## config.mk

```make
export PLATFORM = sky130hd
export DESIGN_NAME = sorted_key_code_table_flat
export DESIGN_NICKNAME = d
export VERILOG_FILES = /design/src/skct_pkg.sv /design/src/skct_if.sv /design/src/skct_dp.sv /design/src/skct_ctrl.sv /design/src/sorted_key_code_table.sv /design/src/flat_wrapper.sv
export VERILOG_INCLUDE_DIRS = /design/src /design/src/src
export SDC_FILE = /design/constraint.sdc
export NUM_CORES = 2
export LEC_CHECK = 0
export BUFFER_PORTS_ARGS = -buffer_cell sky130_fd_sc_hd__buf_4
export CORE_UTILIZATION = 35
export CTS_CLUSTER_DIAMETER = 50
export DETAILED_ROUTE_END_ITERATION = 12
export GPL_ROUTABILITY_DRIVEN = 0
export HOLD_SLACK_MARGIN = 0.02
export PLACE_DENSITY = 0.61
export SYNTH_ARGS = -nofsm -noshare
export SYNTH_HDL_FRONTEND = slang
export SYNTH_HIERARCHICAL = 1
export SYNTH_SLANG_ARGS = --single-unit
```

## constraint.sdc

```tcl
create_clock -name clk -period 7.9 [get_ports clk]
set_input_delay 1.185 -clock clk [delete_from_list [all_inputs] [get_ports clk]]
set_output_delay 1.185 -clock clk [all_outputs]
set_load 0.005 [all_outputs]
```

## src/sorted_key_code_table_defines.svh

```systemverilog
// Assertion macros for the sorted key code table.
`ifndef SORTED_KEY_CODE_TABLE_DEFINES_SVH
`define SORTED_KEY_CODE_TABLE_DEFINES_SVH
`ifndef SYNTHESIS
// Antecedent implies consequent in the same cycle
`define SKCT_ASSERT_SAME(lbl, ante, cons) \
  lbl: assert property (@(posedge clk) disable iff (!rst_n) (ante) |-> (cons)) \
    else $error("skct assertion failed");
// Antecedent implies consequent in the next cycle
`define SKCT_ASSERT_NEXT(lbl, ante, cons) \
  lbl: assert property (@(posedge clk) disable iff (!rst_n) (ante) |=> (cons)) \
    else $error("skct assertion failed");
`else
`define SKCT_ASSERT_SAME(lbl, ante, cons)
`define SKCT_ASSERT_NEXT(lbl, ante, cons)
`endif
`endif

```

## src/skct_pkg.sv

```systemverilog
// Shared constants, codes and controller/datapath command types.
package skct_pkg;

  localparam int KEY_W            = 16;
  localparam int CODE_W           = 7;
  localparam int STATUS_W         = 3;
  localparam int COUNT_W          = 8;
  localparam int DEFAULT_CAPACITY = 128;

  // Result status codes
  typedef enum logic [STATUS_W-1:0] {
    ST_HIT      = 3'd0,
    ST_MISS     = 3'd1,
    ST_UPDATED  = 3'd2,
    ST_INSERTED = 3'd3,
    ST_REMOVED  = 3'd4,
    ST_NOCHANGE = 3'd5,
    ST_FULL     = 3'd6
  } status_t;

  // Request types
  localparam logic REQ_LOOKUP = 1'b0;
  localparam logic REQ_SET    = 1'b1;

  // Read address select
  typedef enum logic [1:0] {
    RD_ZERO,
    RD_NEXT,
    RD_PREV,
    RD_FILLM1
  } rd_sel_t;

  // Index register update
  typedef enum logic [2:0] {
    IDX_HOLD,
    IDX_ZERO,
    IDX_INC,
    IDX_DEC,
    IDX_FILLM1
  } idx_op_t;

  // Write address select
  typedef enum logic [1:0] {
    WR_IDX,
    WR_PREV,
    WR_NEXT,
    WR_POS
  } wr_sel_t;

  // Controller to datapath
  typedef struct packed {
    logic    latch_req;
    rd_sel_t rd_sel;
    idx_op_t idx_op;
    logic    wr_en;
    wr_sel_t wr_sel;
    logic    wr_new;
    logic    cap_code;
    logic    pos_load;
    logic    fill_inc;
    logic    fill_dec;
    logic    load_out;
    status_t status;
  } cmd_t;

  // Datapath to controller
  typedef struct packed {
    logic eq;
    logic ge;
    logic last;
    logic idx_at_fill;
    logic idx_at_pos;
    logic src_lt_fill;
    logic full;
    logic fill_zero;
    logic code_zero;
    logic req_set;
    logic out_busy;
  } sts_t;

endpackage

```

## src/skct_if.sv

```systemverilog
// Request and result channel interfaces.
interface skct_in_if;
  logic                        valid;
  logic                        ready;
  logic                        req_type;
  logic [skct_pkg::KEY_W-1:0]  key;
  logic [skct_pkg::CODE_W-1:0] code_in;

  modport source (output valid, req_type, key, code_in, input ready);
  modport sink   (input valid, req_type, key, code_in, output ready);
endinterface

interface skct_out_if;
  logic                          valid;
  logic                          ready;
  logic [skct_pkg::CODE_W-1:0]   code_out;
  logic [skct_pkg::STATUS_W-1:0] status;
  logic [skct_pkg::COUNT_W-1:0]  entry_count;

  modport source (output valid, code_out, status, entry_count, input ready);
  modport sink   (input valid, code_out, status, entry_count, output ready);
endinterface

```

## src/skct_dp.sv

```systemverilog
// Datapath: entry memory, scan index, fill count and result register.
module skct_dp #(
  parameter int CAPACITY = skct_pkg::DEFAULT_CAPACITY
) (
  input  logic                          clk,
  input  logic                          rst_n,
  input  logic                          in_req_type,
  input  logic [skct_pkg::KEY_W-1:0]    in_key,
  input  logic [skct_pkg::CODE_W-1:0]   in_code,
  input  skct_pkg::cmd_t                cmd,
  output skct_pkg::sts_t                sts,
  output logic                          out_valid,
  input  logic                          out_ready,
  output logic [skct_pkg::CODE_W-1:0]   out_code,
  output logic [skct_pkg::STATUS_W-1:0] out_status,
  output logic [skct_pkg::COUNT_W-1:0]  out_count
);

  localparam int CW      = $clog2(CAPACITY + 1);
  localparam int AW      = $clog2(CAPACITY);
  localparam int ENTRY_W = skct_pkg::KEY_W + skct_pkg::CODE_W;

  logic [ENTRY_W-1:0] mem [CAPACITY];
  logic [ENTRY_W-1:0] rd_data_r;

  logic                        req_type_r;
  logic [skct_pkg::KEY_W-1:0]  key_r;
  logic [skct_pkg::CODE_W-1:0] code_r;
  logic [skct_pkg::CODE_W-1:0] found_code_r;
  logic [CW-1:0]               idx_r, idx_nxt;
  logic [CW-1:0]               pos_r;
  logic [CW-1:0]               fill_r, fill_nxt;

  logic                          out_valid_r;
  logic [skct_pkg::CODE_W-1:0]   out_code_r;
  logic [skct_pkg::STATUS_W-1:0] out_status_r;
  logic [skct_pkg::COUNT_W-1:0]  out_count_r;

  logic [CW-1:0]                idx_inc, idx_dec, fill_m1;
  logic [CW-1:0]                rd_addr_w, wr_addr_w;
  logic [ENTRY_W-1:0]           wr_data;
  logic [skct_pkg::KEY_W-1:0]   rd_key;
  logic [skct_pkg::CODE_W-1:0]  rd_code;

  assign idx_inc = idx_r + CW'(1);
  assign idx_dec = idx_r - CW'(1);
  assign fill_m1 = fill_r - CW'(1);
  assign rd_key  = rd_data_r[ENTRY_W-1 -: skct_pkg::KEY_W];
  assign rd_code = rd_data_r[skct_pkg::CODE_W-1:0];

  // Address and data selection
  always_comb begin
    case (cmd.rd_sel)
      skct_pkg::RD_ZERO:   rd_addr_w = '0;
      skct_pkg::RD_NEXT:   rd_addr_w = idx_inc;
      skct_pkg::RD_PREV:   rd_addr_w = idx_dec;
      skct_pkg::RD_FILLM1: rd_addr_w = fill_m1;
      default:             rd_addr_w = '0;
    endcase
    case (cmd.wr_sel)
      skct_pkg::WR_IDX:  wr_addr_w = idx_r;
      skct_pkg::WR_PREV: wr_addr_w = idx_dec;
      skct_pkg::WR_NEXT: wr_addr_w = idx_inc;
      skct_pkg::WR_POS:  wr_addr_w = pos_r;
      default:           wr_addr_w = idx_r;
    endcase
    wr_data = cmd.wr_new ? {key_r, code_r} : rd_data_r;
  end

  // Index and fill count updates
  always_comb begin
    case (cmd.idx_op)
      skct_pkg::IDX_HOLD:   idx_nxt = idx_r;
      skct_pkg::IDX_ZERO:   idx_nxt = '0;
      skct_pkg::IDX_INC:    idx_nxt = idx_inc;
      skct_pkg::IDX_DEC:    idx_nxt = idx_dec;
      skct_pkg::IDX_FILLM1: idx_nxt = fill_m1;
      default:              idx_nxt = idx_r;
    endcase
    fill_nxt = fill_r;
    if (cmd.fill_inc) begin
      fill_nxt = fill_r + CW'(1);
    end else if (cmd.fill_dec) begin
      fill_nxt = fill_m1;
    end
  end

  // Entry memory, registered read
  always_ff @(posedge clk) begin
    if (cmd.wr_en) begin
      mem[wr_addr_w[AW-1:0]] <= wr_data;
    end
    rd_data_r <= mem[rd_addr_w[AW-1:0]];
  end

  // Request latch and scan registers
  always_ff @(posedge clk) begin
    if (cmd.latch_req) begin
      req_type_r <= in_req_type;
      key_r      <= in_key;
      code_r     <= in_code;
    end
    if (cmd.cap_code) begin
      found_code_r <= rd_code;
    end
    if (cmd.pos_load) begin
      pos_r <= idx_r;
    end
    idx_r <= idx_nxt;
  end

  // Fill count and result register
  always_ff @(posedge clk) begin
    if (!rst_n) begin
      fill_r      <= '0;
      out_valid_r <= 1'b0;
    end else begin
      fill_r <= fill_nxt;
      if (cmd.load_out) begin
        out_valid_r <= 1'b1;
      end else if (out_ready) begin
        out_valid_r <= 1'b0;
      end
    end
  end

  always_ff @(posedge clk) begin
    if (cmd.load_out) begin
      out_code_r   <= (cmd.status == skct_pkg::ST_HIT) ? found_code_r : '0;
      out_status_r <= cmd.status;
      out_count_r  <= skct_pkg::COUNT_W'(fill_r);
    end
  end

  // Status toward the controller
  always_comb begin
    sts.eq          = (rd_key == key_r);
    sts.ge          = (rd_key >= key_r);
    sts.last        = (idx_inc == fill_r);
    sts.idx_at_fill = (idx_r == fill_r);
    sts.idx_at_pos  = (idx_r == pos_r);
    sts.src_lt_fill = (idx_r < fill_r);
    sts.full        = (fill_r == CW'(CAPACITY));
    sts.fill_zero   = (fill_r == '0);
    sts.code_zero   = (code_r == '0);
    sts.req_set     = (req_type_r == skct_pkg::REQ_SET);
    sts.out_busy    = out_valid_r && !out_ready;
  end

  assign out_valid  = out_valid_r;
  assign out_code   = out_code_r;
  assign out_status = out_status_r;
  assign out_count  = out_count_r;

endmodule

```

## src/skct_ctrl.sv

```systemverilog
// Controller: sequences scan, decision, shift and result for one request.
module skct_ctrl (
  input  logic           clk,
  input  logic           rst_n,
  input  logic           in_valid,
  output logic           in_ready,
  input  skct_pkg::sts_t sts,
  output skct_pkg::cmd_t cmd
);

  typedef enum logic [2:0] {
    S_IDLE,
    S_SCAN,
    S_ACT,
    S_SHDN,
    S_SHUP,
    S_WNEW,
    S_FIN
  } state_t;

  state_t            state_r, state_nxt;
  logic              found_r, found_nxt;
  skct_pkg::status_t status_r, status_nxt;

  // Next state and commands
  always_comb begin
    state_nxt    = state_r;
    found_nxt    = found_r;
    status_nxt   = status_r;
    in_ready     = 1'b0;
    cmd          = '0;
    cmd.rd_sel   = skct_pkg::RD_NEXT;
    cmd.idx_op   = skct_pkg::IDX_HOLD;
    cmd.wr_sel   = skct_pkg::WR_IDX;
    cmd.status   = status_r;
    case (state_r)
      S_IDLE: begin
        // no transaction is taken while reset is held
        in_ready = rst_n;
        if (in_valid) begin
          cmd.latch_req = 1'b1;
          cmd.rd_sel    = skct_pkg::RD_ZERO;
          cmd.idx_op    = skct_pkg::IDX_ZERO;
          found_nxt     = 1'b0;
          state_nxt     = sts.fill_zero ? S_ACT : S_SCAN;
        end
      end
      // one entry compared per cycle, next read already issued
      S_SCAN: begin
        cmd.rd_sel = skct_pkg::RD_NEXT;
        if (sts.ge) begin
          found_nxt    = sts.eq;
          cmd.cap_code = 1'b1;
          state_nxt    = S_ACT;
        end else begin
          cmd.idx_op = skct_pkg::IDX_INC;
          if (sts.last) begin
            found_nxt = 1'b0;
            state_nxt = S_ACT;
          end
        end
      end
      S_ACT: begin
        state_nxt = S_FIN;
        if (!sts.req_set) begin
          status_nxt = found_r ? skct_pkg::ST_HIT : skct_pkg::ST_MISS;
        end else if (found_r) begin
          if (!sts.code_zero) begin
            cmd.wr_en  = 1'b1;
            cmd.wr_sel = skct_pkg::WR_IDX;
            cmd.wr_new = 1'b1;
            status_nxt = skct_pkg::ST_UPDATED;
          end else begin
            cmd.idx_op = skct_pkg::IDX_INC;
            cmd.rd_sel = skct_pkg::RD_NEXT;
            status_nxt = skct_pkg::ST_REMOVED;
            state_nxt  = S_SHDN;
          end
        end else if (sts.code_zero) begin
          status_nxt = skct_pkg::ST_NOCHANGE;
        end else if (sts.full) begin
          status_nxt = skct_pkg::ST_FULL;
        end else begin
          status_nxt   = skct_pkg::ST_INSERTED;
          cmd.pos_load = 1'b1;
          if (sts.idx_at_fill) begin
            state_nxt = S_WNEW;
          end else begin
            cmd.idx_op = skct_pkg::IDX_FILLM1;
            cmd.rd_sel = skct_pkg::RD_FILLM1;
            state_nxt  = S_SHUP;
          end
        end
      end
      // remove: copy entry idx down to idx-1 until the end of the table
      S_SHDN: begin
        if (sts.src_lt_fill) begin
          cmd.wr_en  = 1'b1;
          cmd.wr_sel = skct_pkg::WR_PREV;
          cmd.idx_op = skct_pkg::IDX_INC;
          cmd.rd_sel = skct_pkg::RD_NEXT;
        end else begin
          cmd.fill_dec = 1'b1;
          state_nxt    = S_FIN;
        end
      end
      // insert: copy entry idx up to idx+1, from the top down to the slot
      S_SHUP: begin
        cmd.wr_en  = 1'b1;
        cmd.wr_sel = skct_pkg::WR_NEXT;
        if (sts.idx_at_pos) begin
          state_nxt = S_WNEW;
        end else begin
          cmd.idx_op = skct_pkg::IDX_DEC;
          cmd.rd_sel = skct_pkg::RD_PREV;
        end
      end
      S_WNEW: begin
        cmd.wr_en    = 1'b1;
        cmd.wr_sel   = skct_pkg::WR_POS;
        cmd.wr_new   = 1'b1;
        cmd.fill_inc = 1'b1;
        state_nxt    = S_FIN;
      end
      // wait for the result register to be free
      S_FIN: begin
        if (!sts.out_busy) begin
          cmd.load_out = 1'b1;
          state_nxt    = S_IDLE;
        end
      end
      default: begin
        state_nxt = S_IDLE;
      end
    endcase
  end

  always_ff @(posedge clk) begin
    if (!rst_n) begin
      state_r  <= S_IDLE;
      found_r  <= 1'b0;
      status_r <= skct_pkg::ST_HIT;
    end else begin
      state_r  <= state_nxt;
      found_r  <= found_nxt;
      status_r <= status_nxt;
    end
  end

endmodule

```

## src/sorted_key_code_table.sv

```systemverilog
// Top level of the sorted key code table.
//
// Holds up to CAPACITY key/code pairs in ascending key order in a single-port-write,
// single-port-read memory. One request is handled at a time. A request scans
// the entries from the bottom at one entry per cycle until it reaches a key
// at or above the requested one, then acts: a lookup or an update finishes at
// once, a removal shifts the later entries down and an insertion shifts them
// up, one entry per cycle through the memory's read and write ports. Scan plus
// shift cover the table at most once. The next request is accepted in the
// cycle after the result is loaded. The result sits in an output register, so
// the next request is accepted while it waits; a request only stalls at its
// end while the previous result is still held. Input ready stays low during
// reset. After reset the table is empty; no clearing pass is needed.
`include "sorted_key_code_table_defines.svh"

module sorted_key_code_table #(
  parameter int CAPACITY = skct_pkg::DEFAULT_CAPACITY
) (
  input logic              clk,
  input logic              rst_n,
  skct_in_if.sink          in_ch,
  skct_out_if.source       out_ch
);

  skct_pkg::cmd_t cmd;
  skct_pkg::sts_t sts;
  logic           in_ready;

  skct_ctrl u_ctrl (
    .clk      (clk),
    .rst_n    (rst_n),
    .in_valid (in_ch.valid),
    .in_ready (in_ready),
    .sts      (sts),
    .cmd      (cmd)
  );

  skct_dp #(
    .CAPACITY (CAPACITY)
  ) u_dp (
    .clk         (clk),
    .rst_n       (rst_n),
    .in_req_type (in_ch.req_type),
    .in_key      (in_ch.key),
    .in_code     (in_ch.code_in),
    .cmd         (cmd),
    .sts         (sts),
    .out_valid   (out_ch.valid),
    .out_ready   (out_ch.ready),
    .out_code    (out_ch.code_out),
    .out_status  (out_ch.status),
    .out_count   (out_ch.entry_count)
  );

  assign in_ch.ready = in_ready;

  // Checks
  `SKCT_ASSERT_NEXT(a_busy_after_accept, in_ch.valid && in_ch.ready, !in_ch.ready)
  `SKCT_ASSERT_SAME(a_no_write_when_idle, cmd.wr_en, !in_ch.ready)
  `SKCT_ASSERT_SAME(a_no_result_overwrite, cmd.load_out, !(out_ch.valid && !out_ch.ready))

endmodule
```

## src/flat_wrapper.sv

```systemverilog
// flat-port wrapper written by rule: the top's interface ports become plain ports
module sorted_key_code_table_flat 
#(
  parameter int CAPACITY = skct_pkg::DEFAULT_CAPACITY
)
  (clk, rst_n, in_ch_valid, in_ch_req_type, in_ch_key, in_ch_code_in, in_ch_ready, out_ch_valid, out_ch_code_out, out_ch_status, out_ch_entry_count, out_ch_ready);
  skct_in_if in_ch_i ();
  skct_out_if out_ch_i ();
  input logic clk;
  input logic rst_n;
  input wire logic [$bits(in_ch_i.valid)-1:0] in_ch_valid;
  input wire logic [$bits(in_ch_i.req_type)-1:0] in_ch_req_type;
  input wire logic [$bits(in_ch_i.key)-1:0] in_ch_key;
  input wire logic [$bits(in_ch_i.code_in)-1:0] in_ch_code_in;
  output wire logic [$bits(in_ch_i.ready)-1:0] in_ch_ready;
  output wire logic [$bits(out_ch_i.valid)-1:0] out_ch_valid;
  output wire logic [$bits(out_ch_i.code_out)-1:0] out_ch_code_out;
  output wire logic [$bits(out_ch_i.status)-1:0] out_ch_status;
  output wire logic [$bits(out_ch_i.entry_count)-1:0] out_ch_entry_count;
  input wire logic [$bits(out_ch_i.ready)-1:0] out_ch_ready;
  assign in_ch_i.valid = in_ch_valid;
  assign in_ch_i.req_type = in_ch_req_type;
  assign in_ch_i.key = in_ch_key;
  assign in_ch_i.code_in = in_ch_code_in;
  assign in_ch_ready = in_ch_i.ready;
  assign out_ch_valid = out_ch_i.valid;
  assign out_ch_code_out = out_ch_i.code_out;
  assign out_ch_status = out_ch_i.status;
  assign out_ch_entry_count = out_ch_i.entry_count;
  assign out_ch_i.ready = out_ch_ready;
  sorted_key_code_table #(.CAPACITY(CAPACITY)) u_core (.clk(clk), .rst_n(rst_n), .in_ch(in_ch_i), .out_ch(out_ch_i));
endmodule
```

== Word level (Yosys, flattened, before mapping) ==
Memories as Yosys holds them, arrays and structs flattened. A register that Yosys moved wholly into a read port is not among the register bits.
Cells that the tools add are included.
W data, S select, Z words.
Storage, ports and cells
  word-level logic and storage cells: 124
  register bits after elaboration: 81
  input bits: 28
  memories: 1
  bits in writable memories: 2944
  output and inout port bits: 20
Cells by class
  $add $sub $neg: 4
  reduce and logical (&&, ||, !) cells: 14
  equality and inequality tests: 26
  $lt $le $gt $ge: 2
  mux-type cells: 63
Memory list
  u_core.u_dp.mem: depth 128, bits a word 23, rd ports 1, clocked after Yosys merged registers in 1, wr ports 1, RTL line skct_dp.sv:23  | logic [ENTRY_W-1:0] mem [CAPACITY];
Operator list (number)
  $pmux W7 S4: 2
  $mux W3: 16
  $pmux W8 S4: 1
  $mux W5: 6
  $pmux W5 S5: 1
  $eq A8 B8 Y1: 3
  $mux W1: 23
  $mux W23: 1
  $pmux W3 S7: 1
  $add A8 B1 Y8 const B: 2
  $eq A16 B16 Y1: 1
  $ge A16 B16 Y1: 1
  $mux W8: 2
  $sub A8 B1 Y8 const B: 2
  $eq A3 B2 Y1 const B: 4
  $eq A3 B3 Y1 const B: 4
  $pmux W3 S4: 1
  $mux W9: 1
  $eq A2 B2 Y1 const B: 4
  $eq A8 B8 Y1 const B: 1
  $logic_not A8 Y1: 1
  $lt A8 B8 Y1: 1
  $mux W4: 2
  $logic_not A7 Y1: 1
  other kinds (16): 27

== Depth between registers and ports, before layout ==
  depth in word-level cells: 9
  mapped depth: 23
  depth with buffers taken out: 17

== By module ==
The synthesis kept the hierarchy.
Modules (own cells, without submodules)
  skct_dp: area an instance 123146.9 um2, sequential area each 90997.3 um2, instances 1, cells each 9324
  skct_ctrl: area an instance 609.3 um2, sequential area each 140.1 um2, instances 1, cells each 83

== Worst setup path after synthesis ==
No wires, ideal clock.
  path kind: register to register
  start point: register u_core/u_dp/code_r[3] (netlist name)
  end point: memory u_core/u_dp/mem[0][7] (netlist name), data pin
  clock period less this slack: 8273 ps
  data arrival time: 7076 ps
  setup slack: -373 ps
  library setup time: 1197 ps
  data required time: 6703 ps
  stages on the path, launching flop included: 9
  path buffers: 2
  cell sequence: edfxtp_1 > or4_1 > nor4_1 > nor2b_1 > nand2_1 > o21bai_1 > clkbuf_1 > clkbuf_1 > o21ai_0
RTL lines
  start, declared: RTL line skct_dp.sv:28  | logic [skct_pkg::CODE_W-1:0] code_r;
  start signal, assigned: RTL line skct_dp.sv:101  | code_r <= in_code;
  end, declared: RTL line skct_dp.sv:23

==> out/results.tsv <==
stage	metric	value	unit
status	status	finished, violations left	
status	failing checks	capacitance limit, slew limit	
drt	WL per Instance	27.3	µm
setup_path	CP delay by family, top	compound AO/OA/AOI/OAI gates	
drt	DR vias/cell	5.69	
timing	Final Cycle Share	0.887	
timing	fmax	0.143	GHz
logic_synthesis	ys async rst share	0	
clocking	Longest Clk Path Bufs	4	
final_layout	share of cells above drive strength 1	0.114	
setup_path	Levels on crit path	17	
logic_synthesis	Seq/Total Area, Yosys	0.736	
timing	slew margin rel.	-0.0129	
clocking	Clk Latency, worst-skew pair	0.89	ns
drt	residual DRC count	0	
clocking	CTS tree	yes	
setup_path	CP max stage cell	o21ai_0	
clocking	root buf cell	clkbuf_16	
global_routing	largest net degree at the start of global routing	129	
floorplan	die width	597	µm
final_layout	FILL cells	32000	
place	detailed placer's ending HPWL	227000	µm
drt	Iteration-0 DRC Markers	12300	
logic_synthesis	Yosys top cell by area	edfxtp_1	
final_layout	FF/Latch Area	91100	µm²
worst_hold_path	worst hold path class	reg -> reg	
logic_synthesis	area of the mapped netlist	124000	µm²
floorplan	Std-Cell Rows	217	
global_routing	first-pass GRT wire length	564000	µm
drt	Routed Antenna Nets	0	
clocking	TritonCTS Buffers	327	
timing	final setup fails	0	
drt	Routed WL	396000	µm
logic_synthesis	Synth Area per Inst	13.2	µm²
final_layout	area added between synthesis and finish	14.3	%
final_layout	multi-input logic area	29800	µm²
timing	unrepaired setup endpoints after global routing	false	
logic_synthesis	Synth warnings	6	
clocking	clk sinks	3048	
global_routing	Tot GR Track Use	0.216	
timing	Worst Tran Pin Value	1.50	ns
logic_synthesis	Net Count, Synth	9464	
clocking	CTS clk-pin slew, worst paths	0.06	ns
floorplan	Ports	48	
drt	router iterations before antenna repair	6	
clocking	Gates resized, CTS repair	0	
place	number of I/O port buffers	47	
setup_path	critical path, cell by cell	inv_1, ha_1, nand4_1, nor2_1, or4b_1, o32a_1, nor2_1, buf_4, nor2b_1, a32o_4, buf_12, and3_1, a311oi_1, a311oi_1, a311oi_1, o21ai_0, nand4_1	
clocking	Post-CTS Hold Buffers	0	
global_routing	vias in the first global route	77900	
clocking	Clock H-tree levels	5	
logic_synthesis	Post-synth EDFFs	3009	
logic_synthesis	Yosys cell types	89	
logic_synthesis	Seq cells post-synth	3048	
setup_path	critical path data required time	8.58	ns
timing	setup_tns	0	ns
floorplan	die area	356000	µm²
final_layout	most common cell after layout, fill and taps aside	edfxtp_1	
timing	Hold WS	0.469	ns
floorplan	area of the core	351000	µm²
setup_path	crit path max fanout	56	
timing	Final Skew	0.0557	ns
timing	Slew Limit Fails	2	
final_layout	Layout Nets	9612	
timing	Tmin final	7.00	ns
logic_synthesis	post-synthesis cell count	9407	
logic_synthesis	top-area cell type share of the netlist area	0.730	
setup_path	Crit Path Class	reg -> reg	
worst_hold_path	hold path cells	0	
setup_path	Reg2Reg Depth	17	
global_routing	initial antenna violation count	17	
final_layout	most frequent cells in the layout	edfxtp_1, nand2_1, nand3_1	
floorplan	Die Span Y	597	µm
setup_path	CP bufs+invs	3	
drt	Vias	82700	
setup_path	Critical Path AT	7.68	ns
floorplan	Initial Util	0.353	
setup_path	crit path launch type	register	
job	Max-Cap Viols	1	
logic_synthesis	top post-synthesis cells by area	edfxtp_1, nand2_1, nand3_1	
timing	Final Hold Fails	0	
setup_path	CP dominant cell by count	a311oi_1	
clocking	number of setup buffers added after CTS	0	
setup_path	Worst Setup End Kind	register	
global_routing	grt ovf	0	
setup_path	crit-path max cell delay	1.18	ns
logic_synthesis	top_reg_cell synth	edfxtp_1	
-- synth_stat cells (48+ instances only) --
| cell | number |
|---|---|
| nand2_1 | 2703 |
| buf_2 | 336 |
| nor2_1 | 177 |
| edfxtp_1 | 3009 |
| and3_1 | 178 |
| a31oi_1 | 72 |
| clkbuf_1 | 146 |
| buf_4 | 77 |
| a21oi_1 | 48 |
| nand3_1 | 1415 |
| o21ai_0 | 65 |
| mux2i_1 | 277 |
| a311oi_1 | 306 |
-- routing by layer --
metal  track usage  share of wire  vias to the layer above
met4        0.0978          0.050                       10
li1              -              -                    35000
met5             0        0.00014                        -
met2         0.331           0.45                     5178
met1         0.295           0.39                    41700
met3        0.0447           0.11                      837
-- final timing paths --
path                                           from                                   to  slack [ns]
max              u_core/u_dp/fill_r[0]$_SDFFE_PN0P_     u_core/u_dp/rd_data_r[7]$_DFF_P_        0.90
min          u_core/u_ctrl/status_r[0]$_SDFFE_PN0P_  u_core/u_dp/out_status[0]$_DFFE_PP_        0.47
max reg2reg      u_core/u_dp/fill_r[0]$_SDFFE_PN0P_     u_core/u_dp/rd_data_r[7]$_DFF_P_        0.90
min reg2reg  u_core/u_ctrl/status_r[0]$_SDFFE_PN0P_  u_core/u_dp/out_status[0]$_DFFE_PP_        0.47
-- through the flow --
stage,instance area (µm²),worst slack (ns),util,cells
after floorplan,124000,1.83,-,9407
after global placement,131000,1.29,0.374,13900
after detailed placement,131000,1.25,0.374,13900
after CTS,141000,1.25,0.403,14500
after global routing,141000,0.820,0.403,14500
final,141000,0.896,0.404,14500
-- flip-flops by register name, indices dropped and copies added, names as in the netlist, 3 cells and up --
register / flops
u_core/u_ctrl/state_r: 3
u_core/u_ctrl/status_r: 3
u_core/u_dp/code_r: 7
u_core/u_dp/fill_r: 8
u_core/u_dp/found_code_r: 7
u_core/u_dp/idx_r: 8
u_core/u_dp/key_r: 16
u_core/u_dp/mem: 2944
u_core/u_dp/out_code: 7
u_core/u_dp/out_count: 8
u_core/u_dp/out_status: 3
u_core/u_dp/pos_r: 8
u_core/u_dp/rd_data_r: 23
-- cell type report --
type | count | area share
flip-flops and latches | 3048 | 0.644
multi-input cells | 5690 | 0.210
clock buffers | 399 | 0.0614
well taps | 4708 | 0.0416
repair buffers | 450 | 0.0290
clock inverters | 182 | 0.0120
inverters | 38 | 0.00101
diodes | 8 | 0.000142
-- worst reg2reg max path, delay by kind of cell, from the launching register on --
kind                     cells  cell delay [ns]
AO/OA/AOI/OAI                6             3.52
flip-flops                   1             0.57
buffers and inverters        3             0.80
AND/OR/NAND/NOR              7             1.71
adder cells (fa/ha/maj)      1             0.22
-- cell families after synthesis --
family,Yosys count,synth area share
and+or+nand+nor,4634,0.162
DFF,3048,0.736
AOI/OAI and AO/OA,671,0.0423
buffers and inverters,669,0.0276
muxes,312,0.0256
xor gates and xnor gates,44,0.00317
adders and majority gates,29,0.00293
Power is not shown: default switching activity piles up to over one toggle a cycle in this logic, so the estimate is an artifact.
